[src/rtl/http_request_header_scanner_unit_assert.svh]
// assertion macros used by the header scanner core
`ifndef HTTP_REQUEST_HEADER_SCANNER_UNIT_ASSERT_SVH
`define HTTP_REQUEST_HEADER_SCANNER_UNIT_ASSERT_SVH

// same-cycle implication, disabled while reset is asserted
`define HRHS_ASSERT_IMPLIES(label, clk, rst_n, ante, cons) \
    label: assert property (@(posedge clk) disable iff (!(rst_n)) (ante) |-> (cons)) \
        else $error("hrhs: same-cycle check failed");

// next-cycle implication, disabled while reset is asserted
`define HRHS_ASSERT_NEXT(label, clk, rst_n, ante, cons) \
    label: assert property (@(posedge clk) disable iff (!(rst_n)) (ante) |=> (cons)) \
        else $error("hrhs: next-cycle check failed");

`endif

[src/rtl/hrhs_pkg.sv]
// types, constants and per-byte scan functions of the http request header scanner
`default_nettype none

package hrhs_pkg;

    localparam int QUERY_OFF_W = 12;
    localparam int QUERY_LEN_W = 13;

    localparam logic [7:0] CHAR_NUL   = 8'h00;
    localparam logic [7:0] CHAR_LF    = 8'h0A;
    localparam logic [7:0] CHAR_CR    = 8'h0D;
    localparam logic [7:0] CHAR_SPACE = 8'h20;
    localparam logic [7:0] CHAR_COLON = 8'h3A;
    localparam logic [7:0] CHAR_UP_A  = 8'h41;
    localparam logic [7:0] CHAR_UP_Z  = 8'h5A;
    localparam logic [7:0] CASE_DELTA = 8'h20;

    // words right-justified, first character in the highest used byte
    localparam logic [79:0] WORD_GET        = 80'("GET");
    localparam logic [79:0] WORD_HTTP10     = 80'("HTTP/1.0");
    localparam logic [79:0] WORD_CONNECTION = 80'("Connection");
    localparam logic [79:0] WORD_CLOSE      = 80'("close");
    localparam logic [79:0] WORD_KEEP_ALIVE = 80'("keep-alive");

    // candidate slots within a token
    localparam logic [1:0] SLOT_FIRST  = 2'd0;
    localparam logic [1:0] SLOT_SECOND = 2'd1;
    localparam logic [1:0] SLOT_NAME   = 2'd2;

    localparam logic [1:0] STATUS_OK         = 2'd0;
    localparam logic [1:0] STATUS_BAD_METHOD = 2'd1;
    localparam logic [1:0] STATUS_BAD_LINE   = 2'd2;

    localparam logic [1:0] VER_NONE  = 2'd0;
    localparam logic [1:0] VER_1_0   = 2'd1;
    localparam logic [1:0] VER_NEWER = 2'd2;

    localparam logic [2:0] TOK_LIMIT = 3'd4;
    localparam logic [3:0] POS_LIMIT = 4'd15;

    typedef enum logic [1:0] {
        OC_GO_ON,
        OC_END_OK,
        OC_BAD_METHOD,
        OC_BAD_LINE
    } outcome_t;

    typedef struct packed {
        logic [7:0] data_byte;
        logic       end_of_packet;
    } in_t;

    typedef struct packed {
        logic [1:0]             status;
        logic                   method_is_get;
        logic [1:0]             http_version;
        logic                   keep_alive;
        logic                   query_present;
        logic [QUERY_OFF_W-1:0] query_offset;
        logic [QUERY_LEN_W-1:0] query_length;
    } out_t;

    typedef struct packed {
        logic                   line_nz;
        logic [2:0]             tok_cnt;
        logic                   tok_empty;
        logic                   pend_cr;
        logic [3:0]             match_pos;
        logic [2:0]             match_flags;
        logic                   value_skip;
        logic                   name_known;
        logic                   name_is_conn;
        logic [1:0]             version;
        logic                   method_seen;
        logic                   conn_seen;
        logic                   keep_alive;
        logic [QUERY_LEN_W-1:0] q_start;
        logic [QUERY_LEN_W-1:0] q_size;
        logic                   q_found;
    } scan_state_t;

    typedef struct packed {
        scan_state_t st;
        outcome_t    oc;
    } scan_step_t;

    function automatic scan_state_t new_segment(scan_state_t s);
        scan_state_t r;
        r = s;
        r.tok_empty   = 1'b1;
        r.match_pos   = '0;
        r.match_flags = '1;
        r.value_skip  = 1'b1;
        return r;
    endfunction

    function automatic scan_state_t reset_state();
        scan_state_t r;
        r = '0;
        r.tok_cnt    = 3'd1;
        r.keep_alive = 1'b1;
        r.version    = VER_NONE;
        return new_segment(r);
    endfunction

    function automatic logic [79:0] word_text(logic t, logic [1:0] k);
        logic [79:0] w;
        case (k)
            SLOT_FIRST:  w = t ? WORD_CLOSE : WORD_GET;
            SLOT_SECOND: w = t ? WORD_KEEP_ALIVE : WORD_HTTP10;
            default:     w = WORD_CONNECTION;
        endcase
        return w;
    endfunction

    function automatic logic [3:0] word_len(logic t, logic [1:0] k);
        logic [3:0] n;
        case (k)
            SLOT_FIRST:  n = t ? 4'd5 : 4'd3;
            SLOT_SECOND: n = t ? 4'd10 : 4'd8;
            default:     n = 4'd10;
        endcase
        return n;
    endfunction

    // header values are matched without regard to case, the header name is not
    function automatic logic word_nocase(logic t, logic [1:0] k);
        return t && (k != SLOT_NAME);
    endfunction

    // the version token only has to start with its word
    function automatic logic word_prefix(logic t, logic [1:0] k);
        return !t && (k == SLOT_SECOND);
    endfunction

    function automatic logic [7:0] word_char(logic t, logic [1:0] k, logic [3:0] i);
        logic [79:0] w;
        logic [3:0]  sel;
        logic [6:0]  idx;
        w   = word_text(t, k);
        sel = word_len(t, k) - 4'd1 - i;
        idx = {sel, 3'b000};
        return w[idx +: 8];
    endfunction

    function automatic logic [7:0] fold(logic [7:0] c);
        return (c >= CHAR_UP_A && c <= CHAR_UP_Z) ? c + CASE_DELTA : c;
    endfunction

    function automatic logic matched(scan_state_t s, logic [1:0] k);
        logic [3:0] len;
        len = word_len(s.line_nz, k);
        if (!s.match_flags[k]) begin
            return 1'b0;
        end
        return word_prefix(s.line_nz, k) ? (s.match_pos >= len) : (s.match_pos == len);
    endfunction

    function automatic scan_state_t feed(scan_state_t s, logic [7:0] b);
        scan_state_t r;
        logic [3:0]  len;
        logic [7:0]  c;
        r = s;
        r.tok_empty = 1'b0;
        if (s.line_nz && s.value_skip && b == CHAR_SPACE) begin
            r.match_flags[SLOT_NAME] = 1'b0;
            return r;
        end
        r.value_skip = 1'b0;
        for (int k = 0; k < 3; k++) begin
            len = word_len(s.line_nz, k[1:0]);
            if (s.match_pos < len) begin
                c = word_nocase(s.line_nz, k[1:0]) ? fold(b) : b;
                if (c != word_char(s.line_nz, k[1:0], s.match_pos)) begin
                    r.match_flags[k[1:0]] = 1'b0;
                end
            end else if (!word_prefix(s.line_nz, k[1:0])) begin
                r.match_flags[k[1:0]] = 1'b0;
            end
        end
        if (s.match_pos < POS_LIMIT) begin
            r.match_pos = s.match_pos + 4'd1;
        end
        return r;
    endfunction

    function automatic scan_step_t ordinary(scan_state_t s, logic [7:0] b,
                                            logic [QUERY_LEN_W-1:0] p);
        scan_step_t r;
        r.st = s;
        r.oc = OC_GO_ON;
        if (!s.line_nz && b == CHAR_SPACE) begin
            if (!s.tok_empty) begin
                if (s.tok_cnt == 3'd1) begin
                    if (!matched(s, SLOT_FIRST)) begin
                        r.oc = OC_BAD_METHOD;
                        return r;
                    end
                    r.st.method_seen = 1'b1;
                end else if (s.tok_cnt == 3'd2 && !s.q_found) begin
                    r.st.q_found = 1'b1;
                    r.st.q_size  = p - s.q_start;
                end
                if (s.tok_cnt < TOK_LIMIT) begin
                    r.st.tok_cnt = s.tok_cnt + 3'd1;
                end
            end
            if (!r.st.q_found) begin
                r.st.q_start = p + 1'b1;
            end
            r.st = new_segment(r.st);
        end else if (b == CHAR_COLON && s.tok_cnt == 3'd1) begin
            r.st.name_known   = 1'b1;
            r.st.name_is_conn = matched(s, SLOT_NAME);
            if (!s.line_nz && !s.q_found) begin
                r.st.q_start = p + 1'b1;
            end
            r.st.tok_cnt = 3'd0;
            r.st = new_segment(r.st);
        end else begin
            r.st = feed(s, b);
        end
        return r;
    endfunction

    function automatic scan_step_t take_byte(scan_state_t s, logic [7:0] b,
                                             logic [QUERY_LEN_W-1:0] p);
        scan_step_t r;
        if (b == CHAR_CR) begin
            r.st = s;
            r.st.pend_cr = 1'b1;
            r.oc = OC_GO_ON;
        end else begin
            r = ordinary(s, b, p);
        end
        return r;
    endfunction

    function automatic scan_step_t line_end(scan_state_t s);
        scan_step_t r;
        r.st = s;
        r.oc = OC_GO_ON;
        if (s.tok_empty && s.line_nz) begin
            r.oc = OC_END_OK;
            return r;
        end
        if (!s.line_nz) begin
            if (s.tok_cnt != 3'd3) begin
                r.oc = OC_BAD_LINE;
                return r;
            end
            r.st.version = matched(s, SLOT_SECOND) ? VER_1_0 : VER_NEWER;
        end else if (s.name_known && s.name_is_conn) begin
            if (matched(s, SLOT_FIRST)) begin
                r.st.keep_alive = 1'b0;
            end else if (matched(s, SLOT_SECOND)) begin
                r.st.keep_alive = 1'b1;
            end else begin
                r.st.keep_alive = (s.version == VER_NEWER);
            end
            r.st.conn_seen = 1'b1;
        end
        r.st.line_nz = 1'b1;
        r.st.tok_cnt = 3'd1;
        r.st = new_segment(r.st);
        return r;
    endfunction

endpackage

`default_nettype wire

[src/rtl/hrhs_in_stage.sv]
// input register stage holding one header byte for the scan logic
`default_nettype none

module hrhs_in_stage (
    input  wire logic          aclk,
    input  wire logic          aresetn,
    input  wire logic          s_valid,
    output logic               s_ready,
    input  wire hrhs_pkg::in_t s_data,
    input  wire logic          take,
    output logic               byte_valid,
    output hrhs_pkg::in_t      byte_data
);

    logic          valid_reg;
    logic          valid_next;
    hrhs_pkg::in_t data_reg;

    assign s_ready    = !valid_reg || take;
    assign byte_valid = valid_reg;
    assign byte_data  = data_reg;

    always_comb begin
        valid_next = valid_reg;
        if (s_valid && s_ready) begin
            valid_next = 1'b1;
        end else if (take) begin
            valid_next = 1'b0;
        end
    end

    always_ff @(posedge aclk) begin
        if (!aresetn) begin
            valid_reg <= 1'b0;
        end else begin
            valid_reg <= valid_next;
        end
    end

    always_ff @(posedge aclk) begin
        if (s_valid && s_ready) begin
            data_reg <= s_data;
        end
    end

endmodule

`default_nettype wire

[src/rtl/hrhs_scan_core.sv]
// per-byte scan state and the logic that advances it and forms the result
`default_nettype none

`include "http_request_header_scanner_unit_assert.svh"

module hrhs_scan_core #(
    parameter int MAX_HEADER_BYTES = 4096
) (
    input  wire logic          aclk,
    input  wire logic          aresetn,
    input  wire logic          byte_valid,
    input  wire hrhs_pkg::in_t byte_data,
    input  wire logic          res_room,
    output logic               take,
    output logic               res_valid,
    output hrhs_pkg::out_t     res_data
);

    localparam int POS_W = $clog2(MAX_HEADER_BYTES);
    localparam int QL_W  = hrhs_pkg::QUERY_LEN_W;
    localparam int PX_W  = (POS_W > QL_W) ? POS_W : QL_W;
    localparam logic [POS_W-1:0] LAST_POS = POS_W'(MAX_HEADER_BYTES - 1);

    hrhs_pkg::scan_state_t state_reg;
    hrhs_pkg::scan_state_t state_next;
    logic [POS_W-1:0]      pos_reg;
    logic [POS_W-1:0]      pos_next;
    logic                  result_given_reg;
    logic                  result_given_next;

    hrhs_pkg::scan_step_t  step;
    logic [7:0]            b;
    logic                  last_w;
    logic                  ka_final;
    logic [PX_W-1:0]       pos_ext;
    logic [QL_W-1:0]       p13;

    assign take    = byte_valid && res_room;
    assign b       = byte_data.data_byte;
    assign last_w  = byte_data.end_of_packet || (pos_reg == LAST_POS);
    assign pos_ext = PX_W'(pos_reg);
    assign p13     = pos_ext[QL_W-1:0];

    always_comb begin
        step.st = state_reg;
        step.oc = hrhs_pkg::OC_GO_ON;
        if (b == hrhs_pkg::CHAR_NUL) begin
            step.oc = hrhs_pkg::OC_END_OK;
        end else if (state_reg.pend_cr) begin
            step.st.pend_cr = 1'b0;
            if (b == hrhs_pkg::CHAR_LF) begin
                step = hrhs_pkg::line_end(step.st);
            end else begin
                // lone cr is an ordinary byte ahead of this one
                step = hrhs_pkg::ordinary(step.st, hrhs_pkg::CHAR_CR, p13);
                if (step.oc == hrhs_pkg::OC_GO_ON) begin
                    step = hrhs_pkg::take_byte(step.st, b, p13);
                end
            end
        end else begin
            step = hrhs_pkg::take_byte(state_reg, b, p13);
        end
        if (step.oc == hrhs_pkg::OC_GO_ON && last_w) begin
            step.oc = hrhs_pkg::OC_END_OK;
        end
    end

    always_comb begin
        ka_final = step.st.conn_seen ? step.st.keep_alive
                                     : (step.st.version == hrhs_pkg::VER_NEWER);
        res_data = '0;
        case (step.oc)
            hrhs_pkg::OC_END_OK: begin
                res_data.status       = hrhs_pkg::STATUS_OK;
                res_data.http_version = step.st.version;
                res_data.keep_alive   = ka_final;
            end
            hrhs_pkg::OC_BAD_METHOD: begin
                res_data.status = hrhs_pkg::STATUS_BAD_METHOD;
            end
            default: begin
                res_data.status = hrhs_pkg::STATUS_BAD_LINE;
            end
        endcase
        res_data.method_is_get = step.st.method_seen;
        res_data.query_present = step.st.q_found;
        if (step.st.q_found) begin
            res_data.query_offset = step.st.q_start[hrhs_pkg::QUERY_OFF_W-1:0];
            res_data.query_length = step.st.q_size;
        end
        res_valid = take && !result_given_reg && (step.oc != hrhs_pkg::OC_GO_ON);
    end

    always_comb begin
        state_next        = state_reg;
        pos_next          = pos_reg;
        result_given_next = result_given_reg;
        if (take) begin
            if (result_given_reg) begin
                // drain to the end of the packet, then start over
                if (byte_data.end_of_packet) begin
                    state_next        = hrhs_pkg::reset_state();
                    pos_next          = '0;
                    result_given_next = 1'b0;
                end
            end else if (last_w) begin
                state_next        = hrhs_pkg::reset_state();
                pos_next          = '0;
                result_given_next = 1'b0;
            end else begin
                state_next        = step.st;
                pos_next          = pos_reg + 1'b1;
                result_given_next = (step.oc != hrhs_pkg::OC_GO_ON);
            end
        end
    end

    always_ff @(posedge aclk) begin
        if (!aresetn) begin
            state_reg        <= hrhs_pkg::reset_state();
            pos_reg          <= '0;
            result_given_reg <= 1'b0;
        end else begin
            state_reg        <= state_next;
            pos_reg          <= pos_next;
            result_given_reg <= result_given_next;
        end
    end

    `HRHS_ASSERT_NEXT(a_result_marks_given, aclk, aresetn, res_valid && !last_w, result_given_reg)
    `HRHS_ASSERT_IMPLIES(a_single_result, aclk, aresetn, result_given_reg, !res_valid)
    `HRHS_ASSERT_NEXT(a_pos_advances, aclk, aresetn, take && !result_given_reg && !res_valid, pos_reg == POS_W'($past(pos_reg) + 1'b1))

endmodule

`default_nettype wire

[src/rtl/hrhs_out_stage.sv]
// result register stage toward the downstream consumer
`default_nettype none

module hrhs_out_stage (
    input  wire logic           aclk,
    input  wire logic           aresetn,
    input  wire logic           res_valid,
    input  wire hrhs_pkg::out_t res_data,
    output logic                res_room,
    output logic                m_valid,
    input  wire logic           m_ready,
    output hrhs_pkg::out_t      m_data
);

    logic           valid_reg;
    logic           valid_next;
    hrhs_pkg::out_t data_reg;

    assign res_room = !valid_reg || m_ready;
    assign m_valid  = valid_reg;
    assign m_data   = data_reg;

    always_comb begin
        valid_next = valid_reg;
        if (res_room) begin
            valid_next = res_valid;
        end
    end

    always_ff @(posedge aclk) begin
        if (!aresetn) begin
            valid_reg <= 1'b0;
        end else begin
            valid_reg <= valid_next;
        end
    end

    always_ff @(posedge aclk) begin
        if (res_room && res_valid) begin
            data_reg <= res_data;
        end
    end

endmodule

`default_nettype wire

[src/rtl/http_request_header_scanner_unit.sv]
// top level of the http request header scanner
// Takes an HTTP request header one byte per transfer and gives one result per header
// (at the blank line, an error, a zero byte or the last byte; bytes after a result are
// dropped up to and including the next byte flagged end_of_packet). A byte can be
// taken every cycle: the scan state for one byte is updated from the input register,
// and the result lands in an output register, so m_valid rises when the result is
// registered there, after the byte that caused it has passed the input register and
// the scan logic. Throughput is one byte per cycle; only a full output register that
// is not being drained holds the input side. There is no clearing pass after reset.
`default_nettype none

module http_request_header_scanner_unit #(
    parameter int MAX_HEADER_BYTES = 4096
) (
    input  wire logic           aclk,
    input  wire logic           aresetn,
    input  wire logic           s_valid,
    output logic                s_ready,
    input  wire hrhs_pkg::in_t  s_data,
    output logic                m_valid,
    input  wire logic           m_ready,
    output hrhs_pkg::out_t      m_data
);

    logic           take;
    logic           byte_valid;
    hrhs_pkg::in_t  byte_data;
    logic           res_room;
    logic           res_valid;
    hrhs_pkg::out_t res_data;

    hrhs_in_stage u_in (
        .aclk       (aclk),
        .aresetn    (aresetn),
        .s_valid    (s_valid),
        .s_ready    (s_ready),
        .s_data     (s_data),
        .take       (take),
        .byte_valid (byte_valid),
        .byte_data  (byte_data)
    );

    hrhs_scan_core #(
        .MAX_HEADER_BYTES (MAX_HEADER_BYTES)
    ) u_core (
        .aclk       (aclk),
        .aresetn    (aresetn),
        .byte_valid (byte_valid),
        .byte_data  (byte_data),
        .res_room   (res_room),
        .take       (take),
        .res_valid  (res_valid),
        .res_data   (res_data)
    );

    hrhs_out_stage u_out (
        .aclk      (aclk),
        .aresetn   (aresetn),
        .res_valid (res_valid),
        .res_data  (res_data),
        .res_room  (res_room),
        .m_valid   (m_valid),
        .m_ready   (m_ready),
        .m_data    (m_data)
    );

endmodule

`default_nettype wire

[config.mk]
export PLATFORM = sky130hd
export DESIGN_NAME = http_request_header_scanner_unit
export DESIGN_NICKNAME = d
export VERILOG_FILES = /design/src/rtl/hrhs_pkg.sv /design/src/rtl/hrhs_in_stage.sv /design/src/rtl/hrhs_scan_core.sv /design/src/rtl/hrhs_out_stage.sv /design/src/rtl/http_request_header_scanner_unit.sv
export VERILOG_INCLUDE_DIRS = /design/src /design/src/rtl
export SDC_FILE = /design/constraint.sdc
export NUM_CORES = 1
export LEC_CHECK = 0
export BUFFER_PORTS_ARGS = -buffer_cell sky130_fd_sc_hd__buf_2
export CAP_MARGIN = 40
export CORE_UTILIZATION = 57
export DETAILED_ROUTE_END_ITERATION = 6
export PLACE_DENSITY = 0.87
export SLEW_MARGIN = 20
export SYNTH_ARGS = -nofsm -noshare
export SYNTH_HDL_FRONTEND = slang
export SYNTH_HIERARCHICAL = 1
export SYNTH_SLANG_ARGS = --single-unit
[constraint.sdc]
create_clock -name aclk -period 3.5 [get_ports aclk]
set_input_delay 0.35 -clock aclk [delete_from_list [all_inputs] [get_ports aclk]]
set_output_delay 0.35 -clock aclk [all_outputs]
set_load 0.01 [all_outputs]
==> impl_metrics.yaml <==
power_and_ir_drop:
  peakVddDrop_mv: 0.263
  power.density_mw_per_mm2: 293
  p_leak_uw: 0.00346
sta:
  post-route-period-util_pct: 96.4
  hold_violations: 0
  fin_worst_skew_ns: 0.00996
  finalMaxSlewViolations: 0
  tightest_slew_ns: 0.849
  slew-limit-headroom_pct: 43.0
  fmax_mhz: 296
  setup_violations: 0
  fin_crit_ns: 3.37
routing:
  drtIter0Drc: 1285
  vias: 8551
  ant_nets: 0
  route.detailed.drc: 19
  via_per_inst: 6.69
  dr.pass1.iters: 7
  wl_per_cell_um: 19.1
  wirelength_mm: 24.4
setup_path:
  timing.critical_path.required_ns: 3.77
  crit_arrival_ns: 3.65
  critical_path.endpoint_type: "flop"
  worstRegToRegCells: 13
  r2r_end: "u_core/state_reg[36]$_SDFFE_PN1P_"
  critPathKind: "flop to flop"
  r2r_slack_ns: 0.13
  cp-start-kind: "flop"
  cp_max_fo: 8
  worstReg2RegStart: "u_core/state_reg[38]$_SDFFE_PN0P_"
cts:
  path_clk_slew_ns: 0.08
  clock-sinks: 104
  insertion_delay_ns: 0.36
  cts_root_buf: "clkbuf_16"
  ctsHoldBuffers: 0
  clk_path_buf_depth: 2
  cts_tree: "yes"
  htree_levels: 3
  numCtsBuffers: 9
cells_and_area:
  syn_to_final_growth_pct: 12.8
  largest_reg_flops: 48
  most-common-layout-cells: "nand2_1, a21oi_1, nor2_1"
  layout-drive-gt1-share_pct: 15.0
  fin_cells: 1278
  final_core_util_pct: 66.6
  diodes: 0
  finalInstanceArea_mm2: 0.00932
  final_common_cell: "nand2_1"
  n_fill_cell: 1140
  num-nets-final: 1156
synthesis:
  syn_inst: 1032
  ys_seq_area_share_pct: 30.2
  synth_edf_count: 41
  netlist_area_mm2: 0.00826
  synthArstFlopShare_pct: 0
  synth_nets: 1095
  synthDistinctLibCells: 85
  yosys_warnings: 6
  synth_area_per_cell_um2: 8.01
  ys_ff_latch: 104
  ys.flop_type: "dfxtp_1"
floorplan:
  fp-row-count: 43
  core_mm2: 0.0140
  fp.dieH_um: 122
  die_x_um: 122
  start_util_pct: 59.1
  dieArea_mm2: 0.0150
  io_pins: 47
placed_design:
  port_buffers: 46
  hpwl_mm: 17.8
  dp_cells: 1261
  place_area_mm2: 0.00896
  place_congestion: 1.03
status:
  violations: "DRC"
  status: "finished with violations"
worst_hold_path:
  whs_path_depth: 1
  holdPathEnd: "u_in/byte_data[4]$_DFFE_PP_"
  hold_start: "s_data[4]"
  min_path_type: "primary input to flop"
global_route:
  grt_overflow_total: 0
  grt_pass1_wl_mm: 38.4
  first_global_vias: 7517
  grt_usage_pct: 32.8
  antenna_found_initial: 0
  grt_max_degree: 33
flow_run:
  maxCapViolations: 0
worst max path at each step:
stage	end	cells past startpoint	startpoint	slack, ns
final	u_core/state_reg[36]$_SDFFE_PN1P_	13	u_core/state_reg[38]$_SDFFE_PN0P_	0.13
after global routing	u_core/state_reg[36]$_SDFFE_PN1P_	11	u_core/state_reg[38]$_SDFFE_PN0P_	-0.01
after CTS	u_core/state_reg[36]$_SDFFE_PN1P_	12	u_core/state_reg[38]$_SDFFE_PN0P_	0.03
after detailed placement	u_core/state_reg[36]$_SDFFE_PN1P_	12	u_core/state_reg[38]$_SDFFE_PN0P_	0.06
after global placement	u_core/state_reg[36]$_SDFFE_PN1P_	13	u_core/state_reg[38]$_SDFFE_PN0P_	0.23
after floorplan	u_core/state_reg[36]$_SDFFE_PN1P_	14	u_core/state_reg[38]$_SDFFE_PN0P_	0.01
report_power, final:
group / total, uW / switching [uW] / internal [uW]
sequential: 1310 / 23.1 / 1290
combinational: 376 / 238 / 137
clock: 1040 / 527 / 514
total: 2730 / 788 / 1940
cells in the mapped netlist, drive strengths merged, types with 13 or more instances:
cell,number,share of area (%)
nand2,101,4.6
or3,13,0.98
buf,14,0.85
inv,50,2.3
xnor2,27,2.9
a21oi,91,5.5
nor3,31,2.1
o211ai,14,1.3
dfxtp,63,15
xor2,17,1.8
clkbuf,43,2.0
a22oi,18,1.6
nor2,91,4.1
ha,48,7.3
o21ai,69,4.3
nor4,17,1.8
nand2b,15,1.3
edfxtp,41,15
nand3,44,2.7
and3,13,0.98
mux2i,14,1.7
stage by stage:
step | TNS (ns) | setup WS [ns] | hold WS (ns) | total power, uW
2_1_floorplan | 0 | 0.0127 | 0.432 | 1570
3_3_place_gp | 0 | 0.225 | 0.441 | 1690
3_5_place_dp | 0 | 0.0611 | 0.448 | 1700
4_1_cts | 0 | 0.0344 | 0.158 | 2720
5_1_grt | -0.0167 | -0.0131 | 0.157 | 2810
6_report | 0 | 0.126 | 0.163 | 2730
kinds of logic (layout without fill, tap and decap cells):
group           count (synthesis)  after routing  synth area share (%)
mux                            21             21                  2.79
flops                         104            104                  30.2
buf+inv                       107            173                  5.07
fa+ha+maj                      50             50                  7.75
compound gates                313            313                  24.9
xor+xnor                       44             44                  4.66
simple gates                  393            393                  24.7
final cells by class:
| type | count | area, um^2 | share of cell area (%) |
|---|---|---|---|
| Timing Repair Buffer | 107 | 693 | 7.44 |
| Clock inverter | 7 | 85.1 | 0.913 |
| Multi-Input combinational cell | 821 | 5400 | 58.0 |
| Inverter | 50 | 191 | 2.05 |
| Clock buffer | 9 | 225 | 2.42 |
| Tap cell | 180 | 225 | 2.42 |
| Sequential cell | 104 | 2490 | 26.8 |
timing repair:
| action | in CTS | in global routing |
|---|---|---|
| endpoints found under the setup margin | 0 | 24 |
| hold endpoints to repair | 0 | 0 |
| buffers inserted | 0 | 1 |
| resized for setup | 0 | 8 |
worst max-delay path, cell delays in order, from the launching register on:
cell,delay (ns)
dfxtp_2,0.38
clkinvlp_4,0.10
ha_1,0.31
mux2_4,0.32
nor2_4,0.14
ha_4,0.20
a311oi_1,0.09
nor4_4,0.50
buf_4,0.20
mux2i_1,0.21
xnor2_1,0.15
nand4_1,0.10
o41a_1,0.39
nor3b_1,0.21
per-layer routing:
layer / part of all wire (%) / routed length, um / global-route usage (%) / vias up
met3: 13 / 3200 / 7.67 / 64
met1: 42 / 10200 / 46.1 / 3945
met2: 43 / 10500 / 48.9 / 599
li1: - / - / - / 3943
met5: 0 / 0 / 0 / -
met4: 2.0 / 487 / 10.9 / 0
(Power assumes the default switching activity.)
